===== src/sv/setu_pkg.sv =====
// Shared types, constants and register codes for the Sobel edge thinning unit.
// No dependencies; every other file imports this package.
`default_nettype none

package setu_pkg;

    localparam int COL_W      = 10;             // out_col width, sets the line length
    localparam int MAX_WIDTH  = 1 << COL_W;
    localparam int WIDTH_W    = 11;
    localparam int HEIGHT_W   = 12;
    localparam int THR_W      = 22;
    localparam int ROW_W      = 13;             // holds height + 2 during the drain
    localparam int OROW_W     = 12;
    localparam int PIX_W      = 8;
    localparam int GRAD_W     = 10;
    localparam int MAG_W      = 2 * GRAD_W + 1;
    localparam int CFG_IDX_W  = 2;
    localparam int CFG_DATA_W = 22;
    localparam int QUEUE_DEPTH = 4;

    localparam logic [WIDTH_W-1:0]  FRAME_WIDTH_RST   = 11'd640;
    localparam logic [HEIGHT_W-1:0] FRAME_HEIGHT_RST  = 12'd480;
    localparam logic [THR_W-1:0]    MAG_THRESHOLD_RST = 22'd1000;

    typedef enum logic [CFG_IDX_W-1:0] {
        REG_FRAME_WIDTH   = 2'd0,
        REG_FRAME_HEIGHT  = 2'd1,
        REG_MAG_THRESHOLD = 2'd2
    } setu_reg_t;

    typedef enum logic {
        OP_PIXEL = 1'b0,
        OP_FLUSH = 1'b1
    } setu_op_t;

    // one raster step handed from the front to the back
    typedef struct packed {
        logic [PIX_W-1:0]  pix;       // zero during the drain
        logic [COL_W-1:0]  col;
        logic              row0;      // row == 0
        logic              row1;      // row <= 1
        logic              col0;      // col == 0
        logic              col1;      // col == 1
        logic              emit;
        logic              interior;
        logic              fend;
        logic [COL_W-1:0]  ocol;
        logic [OROW_W-1:0] orow;
    } setu_tick_t;

    typedef struct packed {
        logic [PIX_W-1:0] top;
        logic [PIX_W-1:0] mid;
        logic [PIX_W-1:0] bot;
    } setu_col_t;

    typedef struct packed {
        logic [GRAD_W-1:0] ah;
        logic [GRAD_W-1:0] av;
    } setu_grad_t;

    typedef struct packed {
        setu_grad_t hi;               // previous row
        setu_grad_t lo;               // two rows back
    } setu_gpair_t;

endpackage

`default_nettype wire


===== src/sv/setu_queue.sv =====
// Short FIFO between the front end and the filter pipeline.
// Depends on setu_pkg.
`default_nettype none

module setu_queue
    import setu_pkg::*;
(
    input  wire logic        clk,
    input  wire logic        rst_n,
    input  wire logic        push,
    input  wire setu_tick_t  push_data,
    output logic             push_ready,
    output logic             pop_valid,
    output setu_tick_t       pop_data,
    input  wire logic        pop
);

    localparam int QPTR_W = $clog2(QUEUE_DEPTH);
    localparam int QCNT_W = QPTR_W + 1;

    setu_tick_t        slots [QUEUE_DEPTH];
    logic [QPTR_W-1:0] wr_ptr_reg, rd_ptr_reg;
    logic [QCNT_W-1:0] count_reg, count_next;
    logic              do_push, do_pop;

    assign push_ready = (count_reg != QCNT_W'(QUEUE_DEPTH));
    assign pop_valid  = (count_reg != '0);
    assign pop_data   = slots[rd_ptr_reg];
    assign do_push    = push && push_ready;
    assign do_pop     = pop && pop_valid;

    always_comb
    begin
        count_next = count_reg;
        if (do_push && !do_pop)
            count_next = count_reg + QCNT_W'(1);
        else if (do_pop && !do_push)
            count_next = count_reg - QCNT_W'(1);
    end

    always_ff @(posedge clk or negedge rst_n)
    begin
        if (!rst_n)
        begin
            wr_ptr_reg <= '0;
            rd_ptr_reg <= '0;
            count_reg  <= '0;
        end
        else
        begin
            count_reg <= count_next;
            if (do_push)
                wr_ptr_reg <= wr_ptr_reg + QPTR_W'(1);
            if (do_pop)
                rd_ptr_reg <= rd_ptr_reg + QPTR_W'(1);
        end
    end

    always_ff @(posedge clk)
    begin
        if (do_push)
            slots[wr_ptr_reg] <= push_data;
    end

endmodule

`default_nettype wire


===== config.mk =====
export PLATFORM = sky130hd
export DESIGN_NAME = setu_queue
export DESIGN_NICKNAME = d
export VERILOG_FILES = /design/src/sv/setu_pkg.sv /design/src/sv/setu_queue.sv
export SDC_FILE = /design/constraint.sdc
export NUM_CORES = 1
export LEC_CHECK = 0
export BUFFER_PORTS_ARGS = -buffer_cell sky130_fd_sc_hd__buf_4
export CAP_MARGIN = 5
export CORE_UTILIZATION = 30
export CTS_BUF_LIST = sky130_fd_sc_hd__clkbuf_8 sky130_fd_sc_hd__clkbuf_16
export CTS_CLUSTER_DIAMETER = 50
export CTS_CLUSTER_SIZE = 30
export DETAILED_ROUTE_END_ITERATION = 12
export REMOVE_ABC_BUFFERS = 1
export SYNTH_ARGS = -nofsm -noshare
export SYNTH_HDL_FRONTEND = slang
export SYNTH_SLANG_ARGS = --single-unit

===== constraint.sdc =====
create_clock -name clk -period 3.2 [get_ports clk]
set_clock_uncertainty 0.2 [all_clocks]
set_input_delay 0.96 -clock clk [delete_from_list [all_inputs] [get_ports clk]]
set_output_delay 0.96 -clock clk [all_outputs]
set_load 0.05 [all_outputs]

# Yosys cells after proc, flatten, opt, wreduce, memory -nomap -nowiden
# Memory sizes are Yosys's and may differ from the RTL's.
# Cells that the tools add are included.
# Widths: inputs -> output; s select.
dict set report op_classes {
  addsub 4
  eq_ne 1
  mux 4
  n_reduce_logical 8
}
# op count
set ops {}
lappend ops {{$mux 3} 2}
lappend ops {{$add 2x1->2 const B} 2}
lappend ops {{$logic_and 1x1->1} 4}
lappend ops {{$add 3x1->3 const B} 1}
lappend ops {{$ne 3x3->1 const B} 1}
lappend ops {{$reduce_bool 3->1} 1}
lappend ops {{$sub 3x1->3 const B} 1}
lappend ops {{$logic_not 1->1} 2}
lappend ops {{$mux 1} 2}
lappend ops {{$reduce_bool 2->1} 1}
dict set report totals {
  register_bits 7
  ramBits 188
  in_bits 51
  out_inout_bits 49
  elab_cells 21
  memories 1
}
# memory depth width rd rd_ports_with_merged_regs wr line_no
set memory_table {}
lappend memory_table {slots 4 47 1 0 1 setu_queue.sv:21} ;# setu_tick_t slots [QUEUE_DEPTH];

# Logic depth before layout (Yosys ltp)
dict set report depth {
  ltp_word 6
  ltp_mapped 8
  mapped_depth_nobuf 8
}

# Worst setup path before layout
# OpenSTA, ideal clock, no wires.
dict set report synth_timing {
  path_type {input to register}
  startpoint {input push}
  endpoint {memory slots[2][0] in the netlist's numbering, enable pin}
  setup_time_ps 409
  arrival_time_ps 2390
  required_time_ps 2591
  path_slack_ps 201
  path_stages 2
  cell_sequence {a21boi_2 -> and2_1}
}
dict set report synth_between {
  elab_chain_len 3
}
# element line_no
set synth_lines {}
lappend synth_lines {{from (decl)} setu_queue.sv:10} ;# input wire logic push,
lappend synth_lines {{$logic_and 1x1->1} setu_queue.sv:29} ;# assign do_push = push && push_ready;
lappend synth_lines {{$mux 1} setu_queue.sv:61} ;# if (do_push)
lappend synth_lines {{$mux 1 (not written as such)} setu_queue.sv:62} ;# slots[wr_ptr_reg] <= push_data;
lappend synth_lines {{to (decl)} setu_queue.sv:21}
# No other way between the ends.

==> flow_summary.ini <==
[global_routing]
grt_pass1_vias = 3611
grt.total_usage_pct = 11.68
grt_start_max_net_pins = 48
number_of_antenna_violations_at_the_first_check_in_global_routing = 0
grt_pass1_wl_microns = 20620
grt_overflow = 0

[pwr]
powerDensity_nw_per_um2 = 1071
p_sw_uw = 3704
pwr-share-comb_pct = 40.7
p_leak_uw = 0.003092
p_int_uw = 5998
switching_part_of_the_total_power_pct = 38.17
peakVddDrop_mv = 0.4787
clock_group_share_of_total_power_pct = 22.9
sequential_share_of_power_pct = 36.4

[clock_network]
cts_buffers = 17
cts.path.max_buffers = 2
clk_pin_slew_ns = 0.08
clock_sinks = 195
cts.hold.buffers_added = 0
cts.htree.levels = 4
clock_tree.root_cell = clkbuf_16
cts_tree = done
later_pin_clock_latency_in_the_skew_report_ns = 0.43

[place]
placement.io_buffers = 99
place.detailed.instances = 697
dp.final_hpwl_microns = 7855
gp_congestion = 0.6518

[final_layout]
post_layout_nonfiller_instances = 733
post_route_cells_drive_above_1_share_pct = 47.58
layout-area-overhead-vs-synth_pct = 25.62
layout.nets = 458
finalCoreUtilization_pct = 38.49
fillers = 2172
largest_register_ff_count = 188
antenna-diode-count = 0

[sta]
drv_slew = 0
slew_headroom_pct = 70.17
final_min_period_over_clock_period_pct = 96.50
report.final.hold_viol_count = 0
grt_setup_unrepaired = false
worstMarginPinSlew_ns = 0.4474
finalWorstPathRequiredPeriod_ns = 3.088
achievable-frequency_mhz = 323.8
setup-violations-final = 0

[floorplan]
floorplan.core_area_sq_um = 23540
floorplan.io_pins = 100
effective_utilization_at_floorplan_pct = 30.64
chipHeight_microns = 157.1
core.rowCount = 56
die_area_sq_um = 24670
floorplan.die.width_microns = 157.1

[worst_setup_path]
critPathLaunchType = register
critPathRequiredTime_ns = 2.04
path_max_fanout = 14
setup.worst_path.end_class = primary output
worst-endpoint-arrival_ns = 1.93
critical_path_class = register to primary output

[run_status]
outcome = finished, final reports clean

[logic_synthesis]
proportion_of_synthesized_chip_area_in_sequential_cells_pct = 80.68
synthesized_instance_count = 281
synth_largest_area_cell = edfxtp_1
syn-cell-area_sq_um = 7214
edff_count_synth = 188
synth_common_cells = edfxtp_1 (188), mux4_2 (45), dfrtp_1 (7)
synth.distinct_cells = 21
synth_flop_cell = edfxtp_1
synth-seq-cells = 195
yosysWarnings = 0
postSynthAreaPerCell_sq_um = 25.67
synth_async_sr_flop_share_pct = 3.590
synth_top_cells_by_area = edfxtp_1 (78%), mux4_2 (14%), dfrtp_1 (2.4%), ha_1 (0.87%), mux4_1 (0.73%)
yosysMostFrequentCell = edfxtp_1
post-synth-top-area-fraction_pct = 78.25

[job]
cap_violations = 0

[detailed_routing]
iteration_0_drc_markers = 123
detailedRoute.firstPassIterationCount = 4
drt-total-wl_microns = 13550
drc_violations_left = 0
num_vias = 3261
drt.antenna.violating_nets = 0
drt-vias-per-instance = 4.449
wl_per_cell_microns = 18.48

[worst_hold_path]
worst_hold_path_type = input port to asynchronous set/reset pin
==> through the flow <==
stage,TNS (ns),hold slack [ns],instance area (sq um),setup WS (ns),total power (uW)
6_report,0,0.1446,9062,0.1121,9702
5_1_grt,0,0.1182,9062,0.01876,10140
4_1_cts,0,0.1192,9062,0.06542,9886
3_5_place_dp,0,0.3316,8413,0.3582,7594
3_3_place_gp,0,0.3143,8413,0.3742,7515
2_1_floorplan,-34.36,0.2926,7118,-0.8659,6326
==> logic make-up after synthesis <==
group | synth area share [%]
flip-flops | 80.68
multiplexers | 15.09
buffers and inverters | 1.491
AND/OR/NAND/NOR | 0.7111
XOR/XNOR | 0.7284
adder cells (fa/ha/maj) | 1.145
AO/OA/AOI/OAI | 0.1561
==> cell type report <==
type / instances / area [sq um] / share of cell area (%)
Inverter: 3 / 11.26 / 0.1243
Timing Repair Buffer: 112 / 915.9 / 10.11
Tap cell: 319 / 399.1 / 4.404
Clock inverter: 15 / 193.9 / 2.140
Clock buffer: 17 / 425.4 / 4.694
Multi-Input combinational cell: 72 / 1291 / 14.25
Sequential cell: 195 / 5826 / 64.28
==> layer usage <==
metal,global-route usage [%],routed length (microns),part of all wire (%),up-vias
li1,-,-,-,1430
met3,3.744,656,4.8,11
met4,4.161,150,1.1,0
met1,13.67,5706,42,1749
met5,0,0,0,-
met2,20.11,7034,52,71
==> layout by cell type (no fill, tap or decap), drive strengths merged <==
cell / Yosys / final
edfxtp: 188 / 188
buf: 9 / 112
mux4: 47 / 47
clkbuf: 2 / 17
inv: 3 / 11
dfrtp: 7 / 7
ha: 5 / 5
clkinv: 0 / 5
and2: 4 / 4
xnor2: 4 / 4
nor2: 2 / 2
nand2: 2 / 2
mux2: 2 / 2
xor2: 2 / 2
bufinv: 0 / 2
a21boi: 1 / 1
or3: 1 / 1
nand3: 1 / 1
fa: 1 / 1
==> worst max-delay path, stage by stage (launching register included) <==
cell and delay (ns):
dfrtp_4 0.53, buf_12 0.20, mux4_2 0.55, buf_4 0.21
==> power by group through the flow <==
| stage | Combinational, uW | Clock (uW) | Sequential [uW] |
|---|---|---|---|
| after floorplan | 2580 | 0 | 3750 |
| after global placement | 3910 | 0 | 3600 |
| after detailed placement | 3950 | 0 | 3640 |
| after CTS | 4040 | 2300 | 3540 |
| after global routing | 4180 | 2380 | 3580 |
| final | 3950 | 2220 | 3530 |
==> worst paths after layout <==
path	slack, ns	from	cells after the start	end
worst max-delay path	0.11	rd_ptr_reg[0]	3	pop_data[13]
worst min-delay path	0.14	rst_n	1	rd_ptr_reg[0]
worst max register to register	0.86	count_reg[1]	8	count_reg[2]
worst min register to register	0.34	count_reg[2]	1	count_reg[2]
max in group asynchronous	2.49	rst_n	1	rd_ptr_reg[1]
min in group clk	0.34	count_reg[2]	1	count_reg[2]
==> what timing repair did <==
| item | CTS | global route |
|---|---|---|
| setup endpoints to repair | 33 | 0 |
| buffers inserted | 4 | 0 |
| gates resized for setup | 0 | 0 |
Note: power is estimated with default switching activity, not from simulation.
