==> src/sv/setu_pkg.sv <==
// Shared types, constants and register codes for the Sobel edge thinning unit.
// No dependencies; every other file imports this package.
`default_nettype none

package setu_pkg;

    localparam int COL_W      = 10;             // out_col width, sets the line length
    localparam int MAX_WIDTH  = 1 << COL_W;
    localparam int WIDTH_W    = 11;
    localparam int HEIGHT_W   = 12;
    localparam int THR_W      = 22;
    localparam int ROW_W      = 13;             // holds height + 2 during the drain
    localparam int OROW_W     = 12;
    localparam int PIX_W      = 8;
    localparam int GRAD_W     = 10;
    localparam int MAG_W      = 2 * GRAD_W + 1;
    localparam int CFG_IDX_W  = 2;
    localparam int CFG_DATA_W = 22;
    localparam int QUEUE_DEPTH = 4;

    localparam logic [WIDTH_W-1:0]  FRAME_WIDTH_RST   = 11'd640;
    localparam logic [HEIGHT_W-1:0] FRAME_HEIGHT_RST  = 12'd480;
    localparam logic [THR_W-1:0]    MAG_THRESHOLD_RST = 22'd1000;

    typedef enum logic [CFG_IDX_W-1:0] {
        REG_FRAME_WIDTH   = 2'd0,
        REG_FRAME_HEIGHT  = 2'd1,
        REG_MAG_THRESHOLD = 2'd2
    } setu_reg_t;

    typedef enum logic {
        OP_PIXEL = 1'b0,
        OP_FLUSH = 1'b1
    } setu_op_t;

    // one raster step handed from the front to the back
    typedef struct packed {
        logic [PIX_W-1:0]  pix;       // zero during the drain
        logic [COL_W-1:0]  col;
        logic              row0;      // row == 0
        logic              row1;      // row <= 1
        logic              col0;      // col == 0
        logic              col1;      // col == 1
        logic              emit;
        logic              interior;
        logic              fend;
        logic [COL_W-1:0]  ocol;
        logic [OROW_W-1:0] orow;
    } setu_tick_t;

    typedef struct packed {
        logic [PIX_W-1:0] top;
        logic [PIX_W-1:0] mid;
        logic [PIX_W-1:0] bot;
    } setu_col_t;

    typedef struct packed {
        logic [GRAD_W-1:0] ah;
        logic [GRAD_W-1:0] av;
    } setu_grad_t;

    typedef struct packed {
        setu_grad_t hi;               // previous row
        setu_grad_t lo;               // two rows back
    } setu_gpair_t;

endpackage

`default_nettype wire

==> src/sv/setu_if.sv <==
// Stream interfaces of the Sobel edge thinning unit: pixel input and edge result.
// Depends on setu_pkg.
`default_nettype none

interface setu_pixel_if
    import setu_pkg::*;
();
    logic             valid;
    logic             ready;
    logic             op;
    logic [PIX_W-1:0] pixel;

    modport source (output valid, op, pixel, input ready);
    modport sink   (input valid, op, pixel, output ready);
endinterface


`default_nettype wire

==> src/sv/setu_front.sv <==
// Front end: raster position counters, flush handling and result classification.
// Depends on setu_pkg and setu_if.
`default_nettype none

module setu_front
    import setu_pkg::*;
(
    input  wire logic                clk,
    input  wire logic                rst_n,
    setu_pixel_if.sink               pixels,
    input  wire logic [WIDTH_W-1:0]  frame_width,
    input  wire logic [HEIGHT_W-1:0] frame_height,
    input  wire logic                q_ready,
    output logic                     q_push,
    output setu_tick_t               q_tick
);

    logic [COL_W-1:0]    col_reg, col_next;
    logic [ROW_W-1:0]    row_reg, row_next;
    logic [WIDTH_W-1:0]  w_eff, w_m1, c_inc;
    logic [HEIGHT_W-1:0] h_eff, h_m1;
    logic [ROW_W-1:0]    h_ext, end_row, r, orow_full;
    logic [COL_W-1:0]    col_n, c, ocol;
    logic [OROW_W-1:0]   orow;
    logic                accept, pix_row, drop, emit, fend, interior;

    always_comb
    begin
        w_eff = frame_width;
        if (w_eff < WIDTH_W'(3))
            w_eff = WIDTH_W'(3);
        if (w_eff > WIDTH_W'(MAX_WIDTH))
            w_eff = WIDTH_W'(MAX_WIDTH);
        h_eff = frame_height;
        if (h_eff < HEIGHT_W'(3))
            h_eff = HEIGHT_W'(3);
    end

    assign w_m1    = w_eff - WIDTH_W'(1);
    assign h_m1    = h_eff - HEIGHT_W'(1);
    assign h_ext   = {1'b0, h_eff};
    assign end_row = h_ext + ROW_W'(2);

    always_comb
    begin
        col_n = ({1'b0, col_reg} >= w_eff) ? '0 : col_reg;
        // past the end of the drain: restart the frame
        if (row_reg > end_row || (row_reg == end_row && col_n != '0))
        begin
            r = '0;
            c = '0;
        end
        else
        begin
            r = row_reg;
            c = col_n;
        end
    end

    assign pix_row   = r < h_ext;
    assign drop      = pix_row && (pixels.op == OP_FLUSH);
    assign emit      = !(r < ROW_W'(2) || (r == ROW_W'(2) && c == '0));
    assign ocol      = (c != '0) ? c - COL_W'(1) : w_m1[COL_W-1:0];
    assign orow_full = (c != '0) ? r - ROW_W'(2) : r - ROW_W'(3);
    assign orow      = orow_full[OROW_W-1:0];
    assign fend      = (orow == h_m1) && (ocol == w_m1[COL_W-1:0]);
    assign interior  = (orow != '0) && (ocol != '0) && (orow < h_m1)
                       && (ocol < w_m1[COL_W-1:0]);
    assign c_inc     = {1'b0, c} + WIDTH_W'(1);

    always_comb
    begin
        row_next = r;
        col_next = c;
        if (!drop)
        begin
            if (emit && fend)
            begin
                row_next = '0;
                col_next = '0;
            end
            else if (c_inc >= w_eff)
            begin
                col_next = '0;
                row_next = r + ROW_W'(1);
            end
            else
            begin
                col_next = c_inc[COL_W-1:0];
            end
        end
    end

    assign pixels.ready = q_ready;
    assign accept       = pixels.valid && q_ready;
    assign q_push       = accept && !drop;

    always_comb
    begin
        q_tick.pix      = pix_row ? pixels.pixel : '0;
        q_tick.col      = c;
        q_tick.row0     = (r == '0);
        q_tick.row1     = (r <= ROW_W'(1));
        q_tick.col0     = (c == '0);
        q_tick.col1     = (c == COL_W'(1));
        q_tick.emit     = emit;
        q_tick.interior = interior;
        q_tick.fend     = fend;
        q_tick.ocol     = ocol;
        q_tick.orow     = orow;
    end

    always_ff @(posedge clk or negedge rst_n)
    begin
        if (!rst_n)
        begin
            col_reg <= '0;
            row_reg <= '0;
        end
        else if (accept)
        begin
            col_reg <= col_next;
            row_reg <= row_next;
        end
    end

endmodule

`default_nettype wire

==> src/flat_wrapper.sv <==
// flat-port wrapper written by rule: the top's interface ports become plain ports
module setu_front_flat import setu_pkg::*;
  (clk, rst_n, frame_width, frame_height, q_ready, q_push, q_tick, pixels_valid, pixels_op, pixels_pixel, pixels_ready);
  setu_pixel_if pixels_i ();
  input  wire logic clk;
  input  wire logic rst_n;
  input  wire logic [WIDTH_W-1:0] frame_width;
  input  wire logic [HEIGHT_W-1:0] frame_height;
  input  wire logic q_ready;
  output logic q_push;
  output setu_tick_t q_tick;
  input wire logic [$bits(pixels_i.valid)-1:0] pixels_valid;
  input wire logic [$bits(pixels_i.op)-1:0] pixels_op;
  input wire logic [$bits(pixels_i.pixel)-1:0] pixels_pixel;
  output wire logic [$bits(pixels_i.ready)-1:0] pixels_ready;
  assign pixels_i.valid = pixels_valid;
  assign pixels_i.op = pixels_op;
  assign pixels_i.pixel = pixels_pixel;
  assign pixels_ready = pixels_i.ready;
  setu_front u_core (.clk(clk), .rst_n(rst_n), .pixels(pixels_i), .frame_width(frame_width), .frame_height(frame_height), .q_ready(q_ready), .q_push(q_push), .q_tick(q_tick));
endmodule
==> config.mk <==
export PLATFORM = sky130hd
export DESIGN_NAME = setu_front_flat
export DESIGN_NICKNAME = d
export VERILOG_FILES = /design/src/sv/setu_pkg.sv /design/src/sv/setu_if.sv /design/src/sv/setu_front.sv /design/src/flat_wrapper.sv
export SDC_FILE = /design/constraint.sdc
export NUM_CORES = 1
export LEC_CHECK = 0
export ABC_AREA = 1
export BUFFER_PORTS_ARGS = -buffer_cell sky130_fd_sc_hd__buf_2
export CORE_ASPECT_RATIO = 1.25
export CORE_UTILIZATION = 45
export CTS_CLUSTER_DIAMETER = 100
export CTS_CLUSTER_SIZE = 16
export DETAILED_ROUTE_END_ITERATION = 8
export PLACE_DENSITY = 0.74
export SLEW_MARGIN = 0
export SYNTH_ARGS = -nofsm -noshare
export SYNTH_HDL_FRONTEND = slang
export SYNTH_SLANG_ARGS = --single-unit
==> constraint.sdc <==
create_clock -name clk -period 17.98 [get_ports clk]
set_input_delay 3.596 -clock clk [delete_from_list [all_inputs] [get_ports clk]]
set_output_delay 3.596 -clock clk [all_outputs]
set_load 0.05 [all_outputs]
# After elaboration in Yosys (flattened, before gate mapping)
# Cells that the tools add are included.
[totals] elab_cells=61 out_inout_bits=49 mem_count=0 rom_bits=0 ram_bits=0 regBits=23 latch_bits=0
[classes] magnitude_cmp=11 shift=0 n_reduce_logical=20 eq_ne=5 bitwise=0 n_mul=0 n_addsub=8 n_mux=15 div=0
[op_table] cell="10-bit two-way mux" n=6
[op_table] cell="13-bit two-way mux" n=4
[op_table] cell="10-bit nonzero test" n=3
[op_table] cell="12-bit two-way mux" n=2
[op_table] cell="12-bit by 2-bit subtractor with 12-bit output (second input constant)" n=2
[op_table] cell="11-bit two-way mux" n=2
[op_table] cell="10-bit by 1-bit subtractor with 10-bit output (second input constant)" n=2
[op_table] cell="12-bit by 2-bit adder with 13-bit output (second input constant)" n=1
[op_table] cell="13-bit by 1-bit adder with 13-bit output (second input constant)" n=1
[op_table] cell="13-bit == test" n=1
[op_table] cell="13-bit by 2-bit == test with 1-bit output (second input constant)" n=1
[op_table] cell="13-bit greater-than comparator" n=1
[op_table] cell="13-bit by 1-bit <= comparator with 1-bit output (second input constant)" n=1
[op_table] cell="13-bit logical NOT" n=1
[op_table] cell="13-bit by 12-bit < comparator with 1-bit output" n=1
[op_table] cell="13-bit by 2-bit < comparator with 1-bit output (second input constant)" n=1
[op_table] cell="12-bit == test" n=1
[op_table] cell="12-bit < comparator" n=1
[op_table] cell="12-bit by 2-bit < comparator with 1-bit output (second input constant)" n=1
[op_table] cell="12-bit nonzero test" n=1
[op_table] cell="12-bit by 1-bit subtractor with 12-bit output (second input constant)" n=1
[op_table] cell="10-bit by 1-bit adder with 11-bit output (second input constant)" n=1
[op_table] cell="10-bit by 11-bit greater-or-equal comparator with 1-bit output" n=1
[op_table] cell="11-bit greater-or-equal comparator" n=1
[op_table] cell="other kinds (10)" n=21

# Longest topological paths before layout
[logic_depth] depth_word=17 depth_mapped=45

# Worst setup path before layout
# OpenSTA, ideal clock, no wires.
[synth_timing] path_kind="input-to-output" startpoint="in frame_height[5]" endpoint="out q_tick[23] in the netlist's numbering" path_buffers=5 setup_slack_ns=4.439 cell_stages=44 arrival_ns=9.945 path_cell_list="clkbuf_1 nor2_1 nand3_1 nor2_1 o2111ai_1 nand2_1 nand3_1 nor2_1 nand4_1 nor3_1 xor2_1 inv_1 ha_1 nand4_1 nor3_1 nand2_1 nor2_1 nand3_2 [8 not listed] nor2_4 nand2_2 inv_2 buf_4 nand2_1 nand2_1 inv_1 ha_1 nand2_1 nor2_1 o21ai_0 o211ai_1 nand3_1 a21oi_1 a211oi_1 nand3_1 nor2_1 buf_4"
[synth_rtl] element="start: declaration" line_no="flat_wrapper.sv:8" text="input wire logic [HEIGHT_W-1:0] frame_height;"
[synth_rtl] element="end: declaration" line_no="flat_wrapper.sv:11" text="output setu_tick_t q_tick;"

==> flow_metrics.env <==
export IMPL_nets=1074
export IMPL_pre_cts_ws_ps=4300
export IMPL_postLayoutCoreUtil_pct=51.6
export IMPL_grt_max_degree=37
export IMPL_grt_pass1_wl_um=28200
export IMPL_setup_ws_ps=4150
export IMPL_syn_num_nets=1004
export IMPL_dieArea_um2=12600
export IMPL_synth_compound_area_share_pct=12.1
export IMPL_p_clk_share_pct=6.4
export IMPL_cts_root_buffer="clkbuf_16"
export IMPL_slowest_stage="nor4_1"
export IMPL_io_buffers=84
export IMPL_finalSetupViolCount=0
export IMPL_drv_slew=0
export IMPL_num_rows=44
export IMPL_maxSlewHeadroom_pct=39.9
export IMPL_grt_busiest_layer="met2"
export IMPL_cp_required_ps=14380
export IMPL_seq_power_share_pct=10.4
export IMPL_cp_start_kind="input port"
export IMPL_muxShareOfSynthArea_pct=0
export IMPL_met3_usage_pct=3.02
export IMPL_first_pass_iters=6
export IMPL_largest_reg_flops=13
export IMPL_top_level_ports=85
export IMPL_viasPerCell=5.52
export IMPL_fin_tns_setup_ps=0
export IMPL_netlist_instances=886
export IMPL_maxCapViolCount=0
export IMPL_ir_drop_v=0.000105
export IMPL_hold_violations=0
export IMPL_clk_latency_ps=260
export IMPL_dp_hpwl_um=14400
export IMPL_drc=0
export IMPL_die_w_um=101
export IMPL_diodes=0
export IMPL_instances_no_fill=1116
export IMPL_yosysWarnings=0
export IMPL_cts_buffer_depth=2
export IMPL_yosysTopAreaCell="ha_1"
export IMPL_detail_route_antenna_nets=0
export IMPL_grt_overflow=0
export IMPL_rsz0062_at_grt="false"
export IMPL_grt_pass1_vias=5974
export IMPL_power_uw=748
export IMPL_synthAdderAreaFrac_pct=18.7
export IMPL_fin_skew_ps=4.05
export IMPL_intPower_uw=262
export IMPL_crit_fanout=36
export IMPL_worst_path_buf_inv=6
export IMPL_grt_total_usage_pct=28.1
export IMPL_max_freq_ghz=0.0723
export IMPL_synth_top_family_by_area="simple AND/OR/NAND/NOR gates"
export IMPL_met2_usage_pct=50.7
export IMPL_drtIter0Drc=342
export IMPL_htree_levels=1
export IMPL_powerDensity_nw_per_um2=124
export IMPL_area_growth_syn_to_layout_pct=10.3
export IMPL_synth_simple_area_share_pct=40.4
export IMPL_vias=6159
export IMPL_swShare_pct=64.9
export IMPL_cpLargestDelayFamily="simple AND/OR/NAND/NOR gates"
export IMPL_yosys_top_cells_area="ha_1 (19%), nand2_1 (16%), dfrtp_1 (10%)"
export IMPL_syn_area_um2=5480
export IMPL_drt_total_wl_um=17200
export IMPL_gp_congestion=0.996
export IMPL_drive_gt1_share_pct=15.5
export IMPL_routedWlPerCell_um=15.4
export IMPL_finalCriticalPeriod_ps=13830
export IMPL_cts_resized_gates=0
export IMPL_ys_types=49
export IMPL_clk_pin_slew_worst_paths_ps=60
export IMPL_dp_cells=1112
export IMPL_p_switching_uw=486
export IMPL_post_cts_setup_buffer_count=0
export IMPL_clock_sinks=23
export IMPL_cts_hold_buffers_added=0
export IMPL_antenna_found_initial=0
export IMPL_min_path_type="reg -> reg"
export IMPL_avgSynthCellArea_um2=6.19
export IMPL_synth_xor_area_share_pct=7.33
export IMPL_cp_arrival_ps=10240
export IMPL_end_kind="output pin"
export IMPL_use_met1_pct=31.3
export IMPL_cp_slowest_stage_delay_ps=620
export IMPL_ys_seq_elements=23
export IMPL_die_y_um=125
export IMPL_cts_buffers_inserted=3
export IMPL_status="completed"
export IMPL_start_util_pct=46.8
export IMPL_ys_seq_area_share_pct=10.5
export IMPL_fin_crit_sh_pct=76.9
export IMPL_core_area_um2=11700
export IMPL_combPwrFrac_pct=83.2
export IMPL_netlist_area_leader_share_pct=18.7
export IMPL_worst_pin_slew_ps=899
export IMPL_cts_tree="done"
export IMPL_power_leakage_uw=0.00339
export IMPL_worstSetupPathType="in -> out"
worst min-delay path, delay by kind of cell (launching register included):
kind	cells	cell delay (ps)
flops	1	380
simple gates	1	60
compound gates	1	60
worst paths after layout:
check,end,cells past startpoint,slack (ps),from
worst max-delay path,q_tick[22],35,4150,frame_height[3]
worst min-delay path,u_core.row_reg[11],2,550,u_core.row_reg[11]
worst max register to register,u_core.row_reg[0],27,12060,u_core.col_reg[8]
worst min register to register,u_core.row_reg[11],2,550,u_core.row_reg[11]
max in group asynchronous,u_core.row_reg[2],1,14330,rst_n
min in group asynchronous,u_core.row_reg[0],1,3310,rst_n
power by group through the flow:
stage,sequential (uW),clock (uW),combinational [uW]
final,77.5,48.0,623
after global routing,78.2,52.0,684
after CTS,76.9,49.0,618
after detailed placement,77.7,0,616
after global placement,77.5,0,613
after floorplan,69.7,0,477
cell families after synthesis:
logic type	count (synthesis)
simple gates	475
fa+ha+maj	82
flops	23
buf+inv	143
xor+xnor	45
compound gates	118
cells in the mapped netlist, drive strengths merged:
| cell | number |
|---|---|
| and3 | 1 |
| dfrtp | 23 |
| buf | 14 |
| xnor2 | 5 |
| o21bai | 1 |
| clkbuf | 6 |
| nor3b | 1 |
| a31o | 1 |
| nand2 | 258 |
| o21a | 1 |
| nand3 | 56 |
| nand3b | 3 |
| inv | 121 |
| xor2 | 40 |
| a211oi | 2 |
| ha | 82 |
| nor3 | 21 |
| a21oi | 53 |
| o2111ai | 2 |
| and2 | 1 |
| a31oi | 1 |
| o31ai | 4 |
| a21boi | 1 |
| nor2 | 90 |
| or2 | 1 |
| nand4 | 37 |
| o41ai | 3 |
| clkinv | 2 |
| nor4 | 6 |
| o21ai | 45 |
| o211ai | 4 |
cell type report:
| class | count | area, um2 |
|---|---|---|
| Clock buffer | 4 | 78.8 |
| Sequential cell | 23 | 576 |
| Timing Repair Buffer | 85 | 428 |
| Multi-Input combinational cell | 720 | 4300 |
| Tap cell | 161 | 201 |
| Fill cell | 1271 | 5680 |
| Inverter | 123 | 462 |
per-layer routing:
metal	vias up	wire [um]
li1	3067	-
met1	2744	6770
met2	268	8560
met3	80	900
met4	0	998
met5	-	0
stage by stage:
| stage | instance area [um2] | hold WS [ps] |
|---|---|---|
| after floorplan | 5480 | 497 |
| after global placement | 5970 | 538 |
| after detailed placement | 5970 | 539 |
| after CTS | 6050 | 553 |
| after global routing | 6050 | 601 |
| final | 6050 | 548 |
placed cells by master (no fill, tap or decap), types with 2 or more instances in the layout:
cell,count
nand3_2,5
nand4_2,2
dfrtp_1,23
a21oi_1,52
o41ai_1,3
o21ai_1,16
o211ai_1,4
nor3_2,3
clkinv_1,2
nand3_1,50
xnor2_1,5
o21ai_0,26
nor2_2,3
inv_2,12
xor2_1,39
o31ai_1,4
o2111ai_1,2
nor2_1,84
nand2_4,5
ha_1,82
nor4_1,6
a211oi_1,2
nand3b_1,2
clkbuf_16,3
o21ai_2,3
buf_2,84
nor3_1,18
nor2_4,3
nand2_2,15
inv_1,109
nand4_1,34
nand2_1,238
Power figures use the tool's default switching activity.
